==> config.mk <==
export PLATFORM = sky130hd
export DESIGN_NAME = m4vt_front
export DESIGN_NICKNAME = d
export VERILOG_FILES = /design/src/m4vt_pkg.sv /design/src/m4vt_front.sv
export SDC_FILE = /design/constraint.sdc
export NUM_CORES = 1
export LEC_CHECK = 0
export ABC_AREA = 1
export BUFFER_PORTS_ARGS = -buffer_cell sky130_fd_sc_hd__buf_2
export CAP_MARGIN = 15
export CORE_AREA = 2 2 319 321
export CTS_CLUSTER_SIZE = 16
export DETAILED_ROUTE_END_ITERATION = 16
export DIE_AREA = 0 0 321 323
export PLACE_DENSITY = 0.47
export SLEW_MARGIN = 20
export SYNTH_ARGS = -nofsm -noshare
export SYNTH_HDL_FRONTEND = slang
export SYNTH_SLANG_ARGS = --single-unit
==> constraint.sdc <==
create_clock -name aclk -period 4.5 [get_ports aclk]
set_input_delay 0.45 -clock aclk [delete_from_list [all_inputs] [get_ports aclk]]
set_output_delay 0.45 -clock aclk [all_outputs]
set_load 0.01 [all_outputs]
==> src/m4vt_pkg.sv <==
`timescale 1ns / 1ps

package m4vt_pkg;

    // Default number of fraction bits of the signed fixed-point words.
    localparam int FRAC_BITS_DEFAULT = 16;

    localparam int WORD_W = 32;
    localparam int PROD_W = 2 * WORD_W;
    // Four products of two signed words need two extra bits.
    localparam int SUM_W  = PROD_W + 2;

    typedef enum logic [1:0] {
        KIND_LOAD    = 2'd0,
        KIND_MAT_VEC = 2'd1,
        KIND_VEC_MAT = 2'd2,
        KIND_NONE    = 2'd3
    } kind_t;

    typedef logic signed [WORD_W-1:0] word_t;
    typedef word_t [3:0] vec4_t;
    typedef vec4_t [3:0] mat4_t;
    typedef logic signed [PROD_W-1:0] prod_t;
    typedef logic signed [SUM_W-1:0] sum_t;

    // One transform as queued between the front and the back: rows[i][j] is
    // the coefficient that multiplies vec[j] for result component i.
    typedef struct packed {
        mat4_t rows;
        vec4_t vec;
    } xfm_item_t;

endpackage

==> src/m4vt_front.sv <==
`timescale 1ns / 1ps

module m4vt_front (
    input  logic                 aclk,
    input  logic                 aresetn,
    input  logic                 s_valid,
    output logic                 s_ready,
    input  logic [1:0]           s_kind,
    input  logic [1:0]           s_column,
    input  logic [1:0]           s_row,
    input  logic signed [31:0]   s_element,
    input  logic signed [31:0]   s_comp_x,
    input  logic signed [31:0]   s_comp_y,
    input  logic signed [31:0]   s_comp_z,
    input  logic signed [31:0]   s_comp_w,
    output logic                 push_valid,
    input  logic                 push_ready,
    output m4vt_pkg::xfm_item_t  push_item
);

    // Matrix store, entry column*4+row holds M[row][column].
    m4vt_pkg::word_t matrix_reg [16];

    logic       accept;
    logic       is_load;
    logic       is_xfm;
    logic       transpose;
    logic [3:0] wr_idx;

    always_comb begin
        is_load   = 1'b0;
        is_xfm    = 1'b0;
        transpose = 1'b0;
        unique case (s_kind)
            m4vt_pkg::KIND_LOAD: begin
                is_load = 1'b1;
            end
            m4vt_pkg::KIND_MAT_VEC: begin
                is_xfm = 1'b1;
            end
            m4vt_pkg::KIND_VEC_MAT: begin
                is_xfm    = 1'b1;
                transpose = 1'b1;
            end
            m4vt_pkg::KIND_NONE: begin
                is_xfm = 1'b0;
            end
        endcase
    end

    // Every word waits while the queue is full, so words leave in order.
    assign s_ready    = push_ready;
    assign accept     = s_valid && s_ready;
    assign push_valid = s_valid && is_xfm;
    assign wr_idx     = {s_column, s_row};

    always_ff @(posedge aclk) begin
        if (!aresetn) begin
            for (int k = 0; k < 16; k++) begin
                matrix_reg[k] <= '0;
            end
        end else if (accept && is_load) begin
            matrix_reg[wr_idx] <= s_element;
        end
    end

    // The queued word carries a snapshot of the matrix, so later loads
    // cannot disturb a transform that is still waiting.
    always_comb begin
        for (int i = 0; i < 4; i++) begin
            for (int j = 0; j < 4; j++) begin
                if (transpose) begin
                    push_item.rows[i][j] = matrix_reg[i*4 + j];
                end else begin
                    push_item.rows[i][j] = matrix_reg[j*4 + i];
                end
            end
        end
        push_item.vec[0] = s_comp_x;
        push_item.vec[1] = s_comp_y;
        push_item.vec[2] = s_comp_z;
        push_item.vec[3] = s_comp_w;
    end

endmodule

### Word level (Yosys, flattened, before mapping)

Memories as Yosys holds them, arrays and structs flattened.
Cells that the tools add are included.
Widths: inputs -> output; s select.

| storage, ports and cells | value |
|---|---|
| memories kept | 1 |
| bits in writable memories | 512 |
| register bits | 0 |
| input bits | 170 |
| logic and storage cells | 31 |

| operators by class | value |
|---|---|
| reductions and logical operators | 6 |
| muxes and demuxes | 22 |
| equality and inequality tests | 2 |

Memory list:

| memory | words | width | rd ports | clocked after memory_dff | wr ports | line | source |
|---|---|---|---|---|---|---|---|
| matrix_reg | 16 | 32 | 16 | 0 | 16 | m4vt_front.sv:22 | `m4vt_pkg::word_t matrix_reg [16];` |

Operators with widths:

| cell | count |
|---|---|
| $mux 32 | 13 |
| $reduce_or 32->1 | 1 |
| $mux 1 | 8 |
| $mux 4 | 1 |
| $logic_and 1x1->1 | 3 |
| $eq 2x1->1 const B | 1 |
| $eq 2x2->1 const B | 1 |
| $logic_not 2->1 | 1 |
| $reduce_or 2->1 | 1 |

### Logic depth before layout (Yosys ltp)

| logic depth | value |
|---|---|
| depth in word-level cells | 8 |
| mapped depth | 8 |
| depth with buffers taken out | 6 |

### Least setup slack after synthesis

No wires, ideal clock.

| timing path | value |
|---|---|
| path kind | in2reg |
| start | in s_kind[0] |
| end | mem matrix_reg[8][0] (netlist bit), enable pin |
| path slack | 2.120 ns |
| path buffers | 2 |
| data required time | 4.111 ns |
| setup time | 0.389 ns |
| cell stages on the path | 8 |
| arrival | 1.990 ns |
| path through | inv_1 > ha_1 > nand2_2 > nor2_4 > buf_12 > nand2_2 > buf_2 > nand2_1 |

RTL lines:

| item | line | source |
|---|---|---|
| from (decl) | m4vt_front.sv:8 | `input logic [1:0] s_kind,` |
| to (decl) | m4vt_front.sv:22 |  |

==> summary.md <==
| Metric | Value |
|---|---|
| Status | finished clean |
| Core Util, Final | 28.51% |
| VDD IR max | ~270 µV |
| Unique cell type count in the Yosys netlist | 16 |
| Final WL | ~88000 µm |
| Clk sinks | between 500 and 600 |
| Placer congestion estimate | roughly 0.79 |
| DIE WIDTH | ~320 µm |
| Layout area overhead | 21.35% |
| Fin crit period | ~2.8 ns |
| Worst Setup End Kind | output pin |
| Placeable Area | 100700 µm² |
| Slew at the pin with the worst max-slew slack | 1.116 ns |
| Non-Filler Instances | 4111 |
| Mapped Cells | roughly 2400 |
| Critical Path RT | roughly 4 ns |
| Largest register FFs | 512 |
| Net Sw Frac | 26.18% |
| Final Cycle Share | around 62% |
| DRT antenna net count | 0 |
| Crit start category | input port |
| Max Cap Viol | 0 |
| Largest net degree at the start of global routing | between 150 and 200 |
| Syn_area_per_cell | between 9 and 10 µm² |
| Flop pwr share | a little under half |
| Residual DRC count | 0 |
| Via count | approximately 18000 |
| Synth warn | 0 |
| TNS Setup | 0 ns |
| Synthesized cell area | 23660 µm² |
| Post-synth top area share | about two thirds |
| Slowest stage cell on the critical path | ha_4 |
| Pint | 8.661 mW |
| CP cell instances | buf_2, inv_1, ha_4, buf_12, buf_12, nor2_1, a21oi_1, buf_2 |
| Initial core utilization | 23.49% |
| Drt wl/cell | around 21 µm |
| I/O Pins | between 800 and 900 |
| Power share of the clock group | between 40 and 50% |
| CTS Hold Buffers Added | 0 |
| Initial DRC count | roughly 1400 |
| GRT Overall Usage | 16.20% |
| Number of synthesized flops with an enable pin | about 510 |
| Postcts setup bufs | 0 |
| Area leader, netlist | edfxtp_1 |
| Fraction of registers with async set/reset | 0% |
| #FFs+latches synth | around 500 |
| Syn_nets | between 2000 and 3000 |
| Most frequent cells after synthesis | nor2_1 (711), edfxtp_1 (512), inv_1 (231), nand2_1 (224) |
| Slew Limit Fails | 0 |
| WP data arrival | 2.35 ns |
| Register area share after synthesis | roughly two thirds |
| NetSw | 3.071 mW |
| HP Class | input port to register |
| DP Wirelength | 64400 µm |
| Ratio of cells with drive above 1 in the final layout | between 20% and 30% |
| Final hold viol count | 0 |
| RSZ-0062 raised after global routing | false |
| Crit Path Category | input port to output pin |
| Filler cell count | 10680 |
| Total number of H-tree levels | 2 |
| Final Hold Slack | approximately 0.27 ns |
| Endpoints failing setup | 0 |
| Clk pin slew, worst setup/hold paths | approximately 0.060 ns |
| CTS max path bufs | 3 |
| Initial antenna violation count | 6 |
| Crit-path max FO | 90 |
| First-pass detailed-route iteration total | 6 |
| CTS resizes | 0 |
| Most frequent cell after synthesis | nor2_1 |
| Die area | between 100000 and 150000 µm² |
| Synth area leaders | edfxtp_1 (65%), nor2_1 (11%), buf_4 (4.3%), a21oi_1 (4.1%), o21ai_0 (4.1%) |
| Most used DFF post-synth | edfxtp_1 |
| Crit-path max cell delay | around 0.46 ns |
| Mean number of vias per cell | around 4.3 |
| First-pass GRT wire length | between 100000 and 150000 µm |
| Congestion Overflow GR | 0 |
| FMAX | 356.8 MHz |
| Combinational group share of total power | between 10% and 20% |
| CTS tree | done |
| Pwr dens | 408.6 nW/µm² |
| Placed Cells | 4000 |
| Root buffer cell | clkbuf_16 |
| Die height | 323 µm |
| Vias in the first global route | 16100 |
| CTS buffer count | 61 |
| Rows | ~120 |
| Pleak | roughly 12 nW |
| IO buf count | roughly 560 |
| NumNets Final | 2926 |
| Slew headroom | about a quarter |
==> per-layer routing <==
layer / share of wire, % / vias up / wire length, µm / global-route usage (%)
met5: 0.0079 / - / 7 / 0
met2: 52 / 606 / 45740 / 29.37
met4: 3.4 / 2 / 3035 / 5.898
met1: 39 / 8421 / 34060 / 18.81
met3: 6.2 / 164 / 5499 / 3.312
li1: - / 8367 / - / -
==> cell type report <==
cell class | instances | area, µm² | area share, %
Antenna cell | 3 | 7.507 | 0.02615
Clock buffer | 75 | 1622 | 5.648
Tap cell | 1309 | 1638 | 5.704
Multi-Input combinational cell | 1342 | 5633 | 19.62
Timing Repair Buffer | 606 | 3261 | 11.36
Sequential cell | 512 | 15370 | 53.55
Inverter | 231 | 867.1 | 3.020
Clock inverter | 33 | 309.0 | 1.076
==> path summary, 6_finish.rpt <==
path	startpoint	endpoint	slack (ns)	cells after the start
max	s_kind[0]	push_item[226]	1.70	8
min	s_element[16]	matrix_reg[1][16]$_SDFFCE_PN0P_	0.27	3
==> power by group through the flow <==
stage,clock network (mW),registers (mW),logic (mW)
3_5_place_dp,0,5.70,1.34
6_report,4.83,5.59,1.31
5_1_grt,5.12,5.62,1.44
2_1_floorplan,0,5.69,0.746
3_3_place_gp,0,5.70,1.34
4_1_cts,4.96,5.60,1.35
==> cell usage in the layout (no fill, tap or decap), drive strengths merged <==
cell type    n
ha           2
diode        3
o21ai      192
inv        235
nor2       721
buf        606
edfxtp     512
bufinv       4
clkbuf      75
a21oi      192
clkinv      19
nand2      235
clkinvlp     6
==> worst max-delay path, delay by kind of cell <==
family,cells,cell delay (ns)
AOI/OAI and AO/OA,1,0.26
buffers and inverters,5,1.01
adders and majority gates,1,0.46
and+or+nand+nor,1,0.09
==> kinds of logic after synthesis <==
logic type      count (synthesis)  synth area share (%)
fa+ha+maj                       2                0.1057
simple gates                  956                 15.41
buf+inv                       528                 11.38
flops                         512                 64.98
compound gates                384                 8.123
==> metrics by stage <==
stage          instance area [µm²]  setup slack [ns]  power [mW]
3_3_place_gp                 26770             1.306       7.032
6_report                     28710             1.698       11.73
4_1_cts                      28700             1.679       11.90
5_1_grt                      28710             1.551       12.18
2_1_floorplan                23660             2.120       6.434
3_5_place_dp                 26770             1.307       7.037
Power figures use the tool's default switching activity.
