### src/m4vt_pkg.sv
`timescale 1ns / 1ps

package m4vt_pkg;

    // Default number of fraction bits of the signed fixed-point words.
    localparam int FRAC_BITS_DEFAULT = 16;

    localparam int WORD_W = 32;
    localparam int PROD_W = 2 * WORD_W;
    // Four products of two signed words need two extra bits.
    localparam int SUM_W  = PROD_W + 2;

    typedef enum logic [1:0] {
        KIND_LOAD    = 2'd0,
        KIND_MAT_VEC = 2'd1,
        KIND_VEC_MAT = 2'd2,
        KIND_NONE    = 2'd3
    } kind_t;

    typedef logic signed [WORD_W-1:0] word_t;
    typedef word_t [3:0] vec4_t;
    typedef vec4_t [3:0] mat4_t;
    typedef logic signed [PROD_W-1:0] prod_t;
    typedef logic signed [SUM_W-1:0] sum_t;

    // One transform as queued between the front and the back: rows[i][j] is
    // the coefficient that multiplies vec[j] for result component i.
    typedef struct packed {
        mat4_t rows;
        vec4_t vec;
    } xfm_item_t;

endpackage

### src/m4vt_queue.sv
`timescale 1ns / 1ps

module m4vt_queue (
    input  logic                 aclk,
    input  logic                 aresetn,
    input  logic                 in_valid,
    output logic                 in_ready,
    input  m4vt_pkg::xfm_item_t  in_item,
    output logic                 out_valid,
    input  logic                 out_ready,
    output m4vt_pkg::xfm_item_t  out_item
);

    m4vt_pkg::xfm_item_t ent_reg [2];
    logic       wr_ptr_reg, wr_ptr_next;
    logic       rd_ptr_reg, rd_ptr_next;
    logic [1:0] count_reg, count_next;
    logic       push;
    logic       pop;

    assign in_ready  = (count_reg != 2'd2);
    assign out_valid = (count_reg != 2'd0);
    assign push      = in_valid && in_ready;
    assign pop       = out_valid && out_ready;
    assign out_item  = ent_reg[rd_ptr_reg];

    always_comb begin
        wr_ptr_next = wr_ptr_reg ^ push;
        rd_ptr_next = rd_ptr_reg ^ pop;
        count_next  = count_reg + {1'b0, push} - {1'b0, pop};
    end

    always_ff @(posedge aclk) begin
        if (!aresetn) begin
            wr_ptr_reg <= 1'b0;
            rd_ptr_reg <= 1'b0;
            count_reg  <= 2'd0;
        end else begin
            wr_ptr_reg <= wr_ptr_next;
            rd_ptr_reg <= rd_ptr_next;
            count_reg  <= count_next;
        end
    end

    always_ff @(posedge aclk) begin
        if (push) begin
            ent_reg[wr_ptr_reg] <= in_item;
        end
    end

endmodule

### config.mk
export PLATFORM = sky130hd
export DESIGN_NAME = m4vt_queue
export DESIGN_NICKNAME = d
export VERILOG_FILES = /design/src/m4vt_pkg.sv /design/src/m4vt_queue.sv
export SDC_FILE = /design/constraint.sdc
export NUM_CORES = 1
export LEC_CHECK = 0
export BUFFER_PORTS_ARGS = -buffer_cell sky130_fd_sc_hd__buf_2
export CAP_MARGIN = 15
export CORE_AREA = 3 3 506 508
export CTS_CLUSTER_SIZE = 10
export DETAILED_ROUTE_END_ITERATION = 7
export DIE_AREA = 0 0 509 511
export PLACE_DENSITY = 0.39
export SLEW_MARGIN = 10
export SYNTH_ARGS = -nofsm -noshare
export SYNTH_HDL_FRONTEND = slang
export SYNTH_SLANG_ARGS = --single-unit
### constraint.sdc
create_clock -name aclk -period 30.2 [get_ports aclk]
set_input_delay 6.04 -clock aclk [delete_from_list [all_inputs] [get_ports aclk]]
set_output_delay 6.04 -clock aclk [all_outputs]
set_load 0.05 [all_outputs]
---- After elaboration in Yosys (flattened, before gate mapping) ----
Memory sizes are Yosys's and may differ from the RTL's. A register that Yosys moved wholly into a read port is not among the register bits.
Index checks and enable logic that the tools add are counted.
storage, ports and cells
  flip-flop bits (word level) ............. 4
  bits of input ports ..................... 644
  word-level logic and storage cells ...... 15
  output and inout bits ................... 642
  memories kept ........................... 1
  bits in writable memories ............... 1280
memory list
  name     words  bits a word  read ports  clocked after Yosys merged registers in  wr ports  line              RTL
  ent_reg  2      640          1           1                                        1         m4vt_queue.sv:14  m4vt_pkg::xfm_item_t ent_reg [2];
cells by class
  bitwise gates (word level) .............. 2
  reductions and logical operators ........ 3
  mux-type cells .......................... 3
  equality and inequality tests ........... 1
  $add $sub $neg .......................... 2
operator list
  kind                  count
  $mux W1               3
  $add A2 B1 Y2         1
  $logic_and A1 B1 Y1   2
  $ne A2 B2 Y1 const B  1
  $reduce_bool A2 Y1    1
  $sub A2 B1 Y2         1
  $xor A1 B1 Y1         2

---- Longest topological paths before layout ----
Gate-level depths: netlist of run 1.
  depth in word-level cells ............... 4
  depth in mapped cells ................... 6
  depth with buffers taken out ............ 6

---- Least setup slack after synthesis of run 1 ----
No wires, ideal clock.
  path kind ............................... in2reg
  from .................................... input in_valid
  to ...................................... memory ent_reg[0][0] (netlist name) (enable)
  buffers on the path ..................... 0
  stages on the path ...................... 2
  slack ................................... 8.385 ns
  setup time .............................. 1.094 ns
  required time ........................... 29.106 ns
  data arrival time ....................... 20.720 ns
  cell sequence ........................... and2_1 -> ha_1
on the way
  cells in the longest elaborated chain, start to end .. 3
ends and longest elaborated chain
  element                        line              RTL
  start, declared                m4vt_queue.sv:6   input logic in_valid,
  $logic_and A1 B1 Y1            m4vt_queue.sv:23  assign push = in_valid && in_ready;
  $mux W1                        m4vt_queue.sv:46  if (push) begin
  $mux W1 (implied by the code)  m4vt_queue.sv:47  ent_reg[wr_ptr_reg] <= in_item;
  end, declared                  m4vt_queue.sv:14
Every way passes these cells.

==> qor.yml, run 1 <==
route:
  viasPerCell: 3.68
  wl_met3_um: 20700
  dr.max_layer_used: "met5"
  vias: 25400
  wl_met1_um: 63900
  wl_met2_um: 80400
  wirelength_um: 171000
  drc: 0
  drt_iter0_drc: 1713
  ant_nets: 0
  dr.pass1.iters: 5
  wl_per_cell_um: 24.8
die:
  core.rowCount: 184
  dieHeight_um: 511
  die_w_um: 509
  start_util_pct: 19.7
  core_area_sq_um: 252000
  dieArea_sq_um: 260000
  io_pins: 1286
power_and_ir_drop:
  p_int_mw: 3.79
  p_per_area_nw_per_um2: 93.8
  power.switching_mw: 2.21
  comb_power_share_pct: 32.7
  total_leakage_power_nw: 24.0
  pwr-share-seq_pct: 37.9
  clkPwrFrac_pct: 29.4
  peakVddDrop_uv: 59.6
  switching_share_pct: 36.9
sta:
  finalSetupViolCount: 0
  hold_viol_final: 0
  worstMarginPinSlew_ns: 1.14
  grt_setup_unrepaired: "false"
  clock_skew_ns: 0.0528
  post-route-min-period_ns: 12.85
  slew_headroom_pct: 24.3
  drv_slew: 0
  finalWorstSetupSlack_ns: 17.35
  fin_crit_sh_pct: 42.6
  fmax_mhz: 77.8
  tns_ns: 0
placement:
  post_dp_cell_area_sq_um: 59100
  place_inst: 6616
  hpwl_um: 128000
  place_ws_ns: 18.12
  io_buffers: 1285
  globalplace.congestion: 0.798
yosys:
  synthAdderAreaFrac_pct: 0.0505
  synth_top_family_by_area: "multiplexers"
  synth_area_leaders: "edfxtp_1 (78%), mux2_4 (18%), buf_12 (2.7%)"
  synth.avg_cell_area_sq_um: 24.5
  ys_ff_latch: 1285
  yosys_warnings: 0
  synth_compound_area_share_pct: 0.0733
  async_flop_share_pct: 0
  synth_mux_area_share_pct: 19.1
  synth.most_common_cell: "edfxtp_1"
  synth_flop_cell: "edfxtp_1"
  synth-simple-area-share_pct: 0.159
  ys_seq_area_share_pct: 77.8
  yosysUniqueCellTypes: 23
  netlist_area_sq_um: 49500
  netlist_top_cells_count: "edfxtp_1 (1,280), mux2_4 (600), buf_12 (66)"
  synth_edf_count: 1280
  synth_fp_nets: 2666
  yosys.area.top_type: "edfxtp_1"
  yosysTopAreaCellShare_pct: 77.6
  synthCells: 2020
  synthXorXnorAreaFrac_pct: 0.0177
critical_path:
  cp_max_fo: 116
  start_kind: "flip-flop"
  critical_path.top_delay_family: "buffers and inverters"
  timing.rr.end: "ent_reg[1][439]"
  path_buf_inv: 6
  cp.arrival_ns: 6.81
  cp_common_cell: "buf_4"
  required_ns: 24.16
  slowest_delay_ns: 0.96
  rr_startpoint: "count_reg[0]"
  rrSetupSlack_ns: 25.21
  setup.worst_path.end: "out_item[507]"
  worstPathCellList: "buf_4, buf_4, buf_12, buf_4, buf_4, mux2_4, buf_2"
  path_depth: 7
  reg2reg_depth: 6
  crit_type: "flip-flop to output port"
  end_kind: "output port"
  slowest_stage: "buf_4"
clock_network:
  holdBufCountCts: 0
  cts_buffer_depth: 3
  clock-sinks: 1285
  htree_levels: 4
  cts_setup_buffers: 0
  clock_latency_ns: 0.80
  cts_inserted_buffers: 161
  cts.root.buffer_cell: "clkbuf_16"
  clk_pin_slew_worst_paths_ns: 0.05
  cts_tree: "built"
  cts_resized: 0
hold_path:
  hold_class: "flip-flop to flip-flop"
layout:
  area_growth_pct: 29.2
  seqCellArea_sq_um: 38500
  nFillCells: 25900
  drive_gt1_share_pct: 61.3
  largest_reg_flops: 1280
  instances_no_fill: 6902
  multi_input_area_sq_um: 9640
  final_design_area_no_fill_sq_um: 64000
  fin_nets: 4078
global_route:
  antenna_found_initial: 145
  grt_use_total_pct: 12.6
  grt_pass1_vias: 26100
  overflow: 0
  grt_max_degree: 117
  grt_pass1_wl_um: 227000
status:
  outcome: "finished, final reports clean"
run:
  maxCapViolCount: 0
## area by class of cell
| cell class | instances | share of cell area, % |
|---|---|---|
| sequential | 1285 | 60.3 |
| multi-input combinational | 663 | 15.1 |
| timing repair buffer | 1320 | 10.5 |
| tap | 3348 | 6.55 |
| clock buffer | 198 | 6.52 |
| clock inverter | 56 | 0.966 |
| antenna | 31 | 0.121 |
| inverter | 1 | 0.00587 |
## tightest hold or removal path, delay by kind of cell, from the launching register on
| kind | cells | cell delay (ns) |
|---|---|---|
| xor+xnor | 1 | 0.08 |
| flops | 1 | 0.33 |
| simple gates | 1 | 0.15 |
## kinds of logic (layout without fill, tap and decap cells)
logic type               Yosys count  in the layout
flip-flops                      1285           1285
multiplexers                     641            641
buffers and inverters             72           1575
AND/OR/NAND/NOR                   14             14
AO/OA/AOI/OAI                      5              5
adder cells (fa/ha/maj)            2              2
XOR/XNOR                           1              1
other                              0             31
## placed cells by master (no fill, tap or decap), drive strengths merged
cell type	netlist	routed
clkbuf	0	198
nor2	2	2
bufinv	0	2
xnor2	1	1
buf	71	1320
dfxtp	5	5
nor2b	2	2
o21ai	2	2
and3	1	1
mux2	640	640
nand2b	2	2
inv	1	6
diode	0	31
a32oi	1	1
clkinv	0	45
a211oi	1	1
ha	2	2
clkinvlp	0	4
nand3	1	1
and2	4	4
a21bo	1	1
edfxtp	1280	1280
or2	1	1
mux2i	1	1
nand2	1	1
## metal layers
metal | track usage [%] | vias to the layer above
met1 | 14.0 | 12600
li1 | - | 11000
met3 | 6.84 | 452
met4 | 3.77 | 100
met2 | 20.7 | 1270
met5 | 0 | -
## power by group through the flow
stage	registers [mW]	clock network [mW]	logic, mW
after floorplan	2.45	0	1.59
after global placement	2.31	0	2.00
after detailed placement	2.31	0	2.00
after CTS	2.27	1.85	2.00
after global routing	2.29	1.91	2.05
final	2.27	1.76	1.96
## how the worst min path moves through the flow
stage | start | endpoint | slack, ns | cells after the start
after detailed placement | rd_ptr_reg | flip-flop | 0.57 | 2
after global placement | rd_ptr_reg | flip-flop | 0.56 | 2
final | rd_ptr_reg | flip-flop | 0.59 | 2
after global routing | wr_ptr_reg | wr_ptr_reg | 0.63 | 3
after CTS | rd_ptr_reg | flip-flop | 0.59 | 2
after floorplan | wr_ptr_reg | wr_ptr_reg | 0.53 | 3
## metrics by stage
step           hold WS (ns)  utilization (%)  total power, mW
5_1_grt               0.632             25.4             6.25
6_report              0.589             25.4             6.00
2_1_floorplan         0.526                -             4.04
4_1_cts               0.590             25.4             6.12
3_5_place_dp          0.572             23.5             4.31
3_3_place_gp          0.564             23.5             4.31
No activity file was read; power rests on OpenSTA's default activity.
==> run 2: changes to the inputs <==
ABC_AREA = 1   (was not set)
clock period = 13.1 ns   (was 30.2 ns; I/O delays follow)
==> run 2 against run 1 <==
Flip-flop and latch count unchanged. Final cell count down 0.39%. Wire length down 4.3%. Synthesized cell count up 0.35%. Clock power up 120%. Total power up 150%. Via count down 0.98%. Sequential share of layout area up 0.32 points. Sequential power up 140%. Global-route usage down 0.59 points. Synthesized area about the same. Core utilization down 0.13 points.
==> qor.yml, run 2 <==
status:
  outcome: "finished, final reports clean"
power_and_ir_drop:
  comb_power_share_pct: 37.0
  power.switching_mw: 5.74
  pwr-share-seq_pct: 37.1
  switching_share_pct: 38.7
  clkPwrFrac_pct: 25.9
  p_per_area_nw_per_um2: 233
  p_int_mw: 9.11
  total_leakage_power_nw: 23.9
  peakVddDrop_uv: 116
  total_power_mw: 14.8
yosys:
  synthCells: 2027
  synth.avg_cell_area_sq_um: 24.4
  yosysUniqueCellTypes: 14
  netlist_top_cells_count: "edfxtp_1 (1,280), mux2_4 (600), buf_12 (66)"
  netlist_area_sq_um: 49500
  ys_seq_area_share_pct: 77.9
  synth_area_leaders: "edfxtp_1 (78%), mux2_4 (18%), buf_12 (2.7%)"
  synth.most_common_cell: "edfxtp_1"
  ys_ff_latch: 1285
  synth_fp_nets: 2673
  yosys_warnings: 0
  yosys.area.top_type: "edfxtp_1"
  yosysTopAreaCellShare_pct: 77.7
  synth_edf_count: 1280
  synth_flop_cell: "edfxtp_1"
  async_flop_share_pct: 0
layout:
  largest_reg_flops: 1280
  instances_no_fill: 6875
  drive_gt1_share_pct: 60.9
  fin_util_pct: 25.3
  fin_nets: 4070
  nFillCells: 25900
  area_growth_pct: 28.5
  final_cell_mix: "buf_2 (1,285), edfxtp_1 (1,280), mux2_4 (600), clkbuf_16 (157), clkbuf_1 (42)"
  final_common_cell: "buf_2"
placement:
  io_buffers: 1285
  place_ws_ns: 6.87
  hpwl_um: 122000
  globalplace.congestion: 0.805
  place_inst: 6615
die:
  io_pins: 1286
  dieHeight_um: 511
  start_util_pct: 19.7
  dieArea_sq_um: 260000
  core_area_sq_um: 252000
  core.rowCount: 184
  die_w_um: 509
clock_network:
  clk_pin_slew_worst_paths_ns: 0.05
  cts_inserted_buffers: 155
  cts_setup_buffers: 0
  cts_buffer_depth: 3
  clock-sinks: 1285
  clock_latency_ns: 0.75
  cts.root.buffer_cell: "clkbuf_16"
  cts_tree: "built"
  holdBufCountCts: 0
  cts_resized: 0
  htree_levels: 4
critical_path:
  cp_common_cell: "buf_4"
  worstPathCellList: "buf_12, buf_4, buf_4, mux2_4, buf_2"
  cp.arrival_ns: 4.39
  end_kind: "output port"
  critical_path.top_delay_family: "buffers and inverters"
  path_buf_inv: 4
  required_ns: 10.48
  slowest_delay_ns: 0.85
  start_kind: "flip-flop"
  cp_max_fo: 70
  slowest_stage: "buf_4"
  crit_type: "flip-flop to output port"
route:
  wirelength_um: 164000
  dr.pass1.iters: 5
  wl_per_cell_um: 23.8
  vias: 25100
  viasPerCell: 3.66
  ant_nets: 0
  drc: 0
  drt_iter0_drc: 1457
run:
  maxCapViolCount: 0
sta:
  finalSetupViolCount: 0
  finalWorstSetupSlack_ns: 6.09
  worstMarginPinSlew_ns: 1.14
  post-route-min-period_ns: 7.01
  fin_crit_sh_pct: 53.5
  drv_slew: 0
  slew_headroom_pct: 24.0
  hold_viol_final: 0
  tns_ns: 0
  fmax_mhz: 143
  grt_setup_unrepaired: "false"
  clock_skew_ns: 0.0312
global_route:
  grt_use_total_pct: 12.0
  grt_pass1_vias: 26000
  antenna_found_initial: 136
  overflow: 0
  grt_max_degree: 140
  grt_pass1_wl_um: 217000
hold_path:
  hold_class: "flip-flop to flip-flop"
run 2: cell count changes in the layout (fill, tap and decap cells not counted), sizes merged, moves of 2 or more:
cell      previous run  this run
o21ai                2         0
inv                  6        15
nand2                1         9
bufinv               2         0
buf               1320      1311
and2                 4         0
clkinv              45        25
nor2b                2         0
clkinvlp             4         1
diode               31        29
nor2                 2         8
nand2b               2         0
run 2: metrics by stage:
step / area (sq um) / hold WS, ns
3_3_place_gp: 59100 / 0.481
6_report: 63600 / 0.498
5_1_grt: 63600 / 0.549
3_5_place_dp: 59100 / 0.494
2_1_floorplan: 49500 / 0.467
4_1_cts: 63600 / 0.507
run 2: per-layer routing:
layer	GRT usage, %	vias to the layer above	wire [um]
li1	-	10900	-
met1	12.2	12500	57500
met2	20.4	1187	79300
met3	7.65	439	22100
met4	3.15	126	4240
met5	0	-	796
run 2: worst reg2reg max path, stage by stage (launching register included):
cell and delay (ns):
dfxtp_1 0.35, inv_1 0.05, nand2_1 0.09, nand2_1 0.16
inv_1 0.13, ha_4 0.50, buf_12 0.57, buf_12 0.73
buf_4 0.97
run 2: logic make-up after synthesis:
group | count (synthesis) | synth area share, %
adder cells (fa/ha/maj) | 2 | 0.0505
AND/OR/NAND/NOR | 18 | 0.139
buffers and inverters | 80 | 2.82
XOR/XNOR | 1 | 0.0177
flip-flops | 1285 | 77.9
multiplexers | 640 | 19.1
AO/OA/AOI/OAI | 1 | 0.0101
run 2: final cells by class:
cell class | instances | area, sq um | share of cell area, %
Sequential cell | 1285 | 38500 | 60.6
Multi-Input combinational cell | 662 | 9590 | 15.1
Timing Repair Buffer | 1311 | 6760 | 10.6
Tap cell | 3348 | 4190 | 6.58
Clock buffer | 199 | 4090 | 6.42
Clock inverter | 32 | 353 | 0.555
Antenna cell | 29 | 72.6 | 0.114
Inverter | 9 | 33.8 | 0.0531
run 2: power groups by stage:
stage	Combinational [mW]	Clock (mW)	Sequential, mW
after detailed placement	5.59	0	5.60
after global placement	5.61	0	5.59
after CTS	5.60	4.02	5.52
after floorplan	4.37	0	5.80
after global routing	5.73	4.16	5.57
final	5.49	3.84	5.51
run 2: worst paths after layout:
check	startpoint	to	slack [ns]	cells after the start
worst min-delay path	rd_ptr_reg	rd_ptr_reg	0.50	2
worst max register to register	count_reg[0]	ent_reg[0][233]	9.10	8
worst min register to register	rd_ptr_reg	rd_ptr_reg	0.50	2
worst max-delay path	flip-flop	out_item[621]	6.09	5
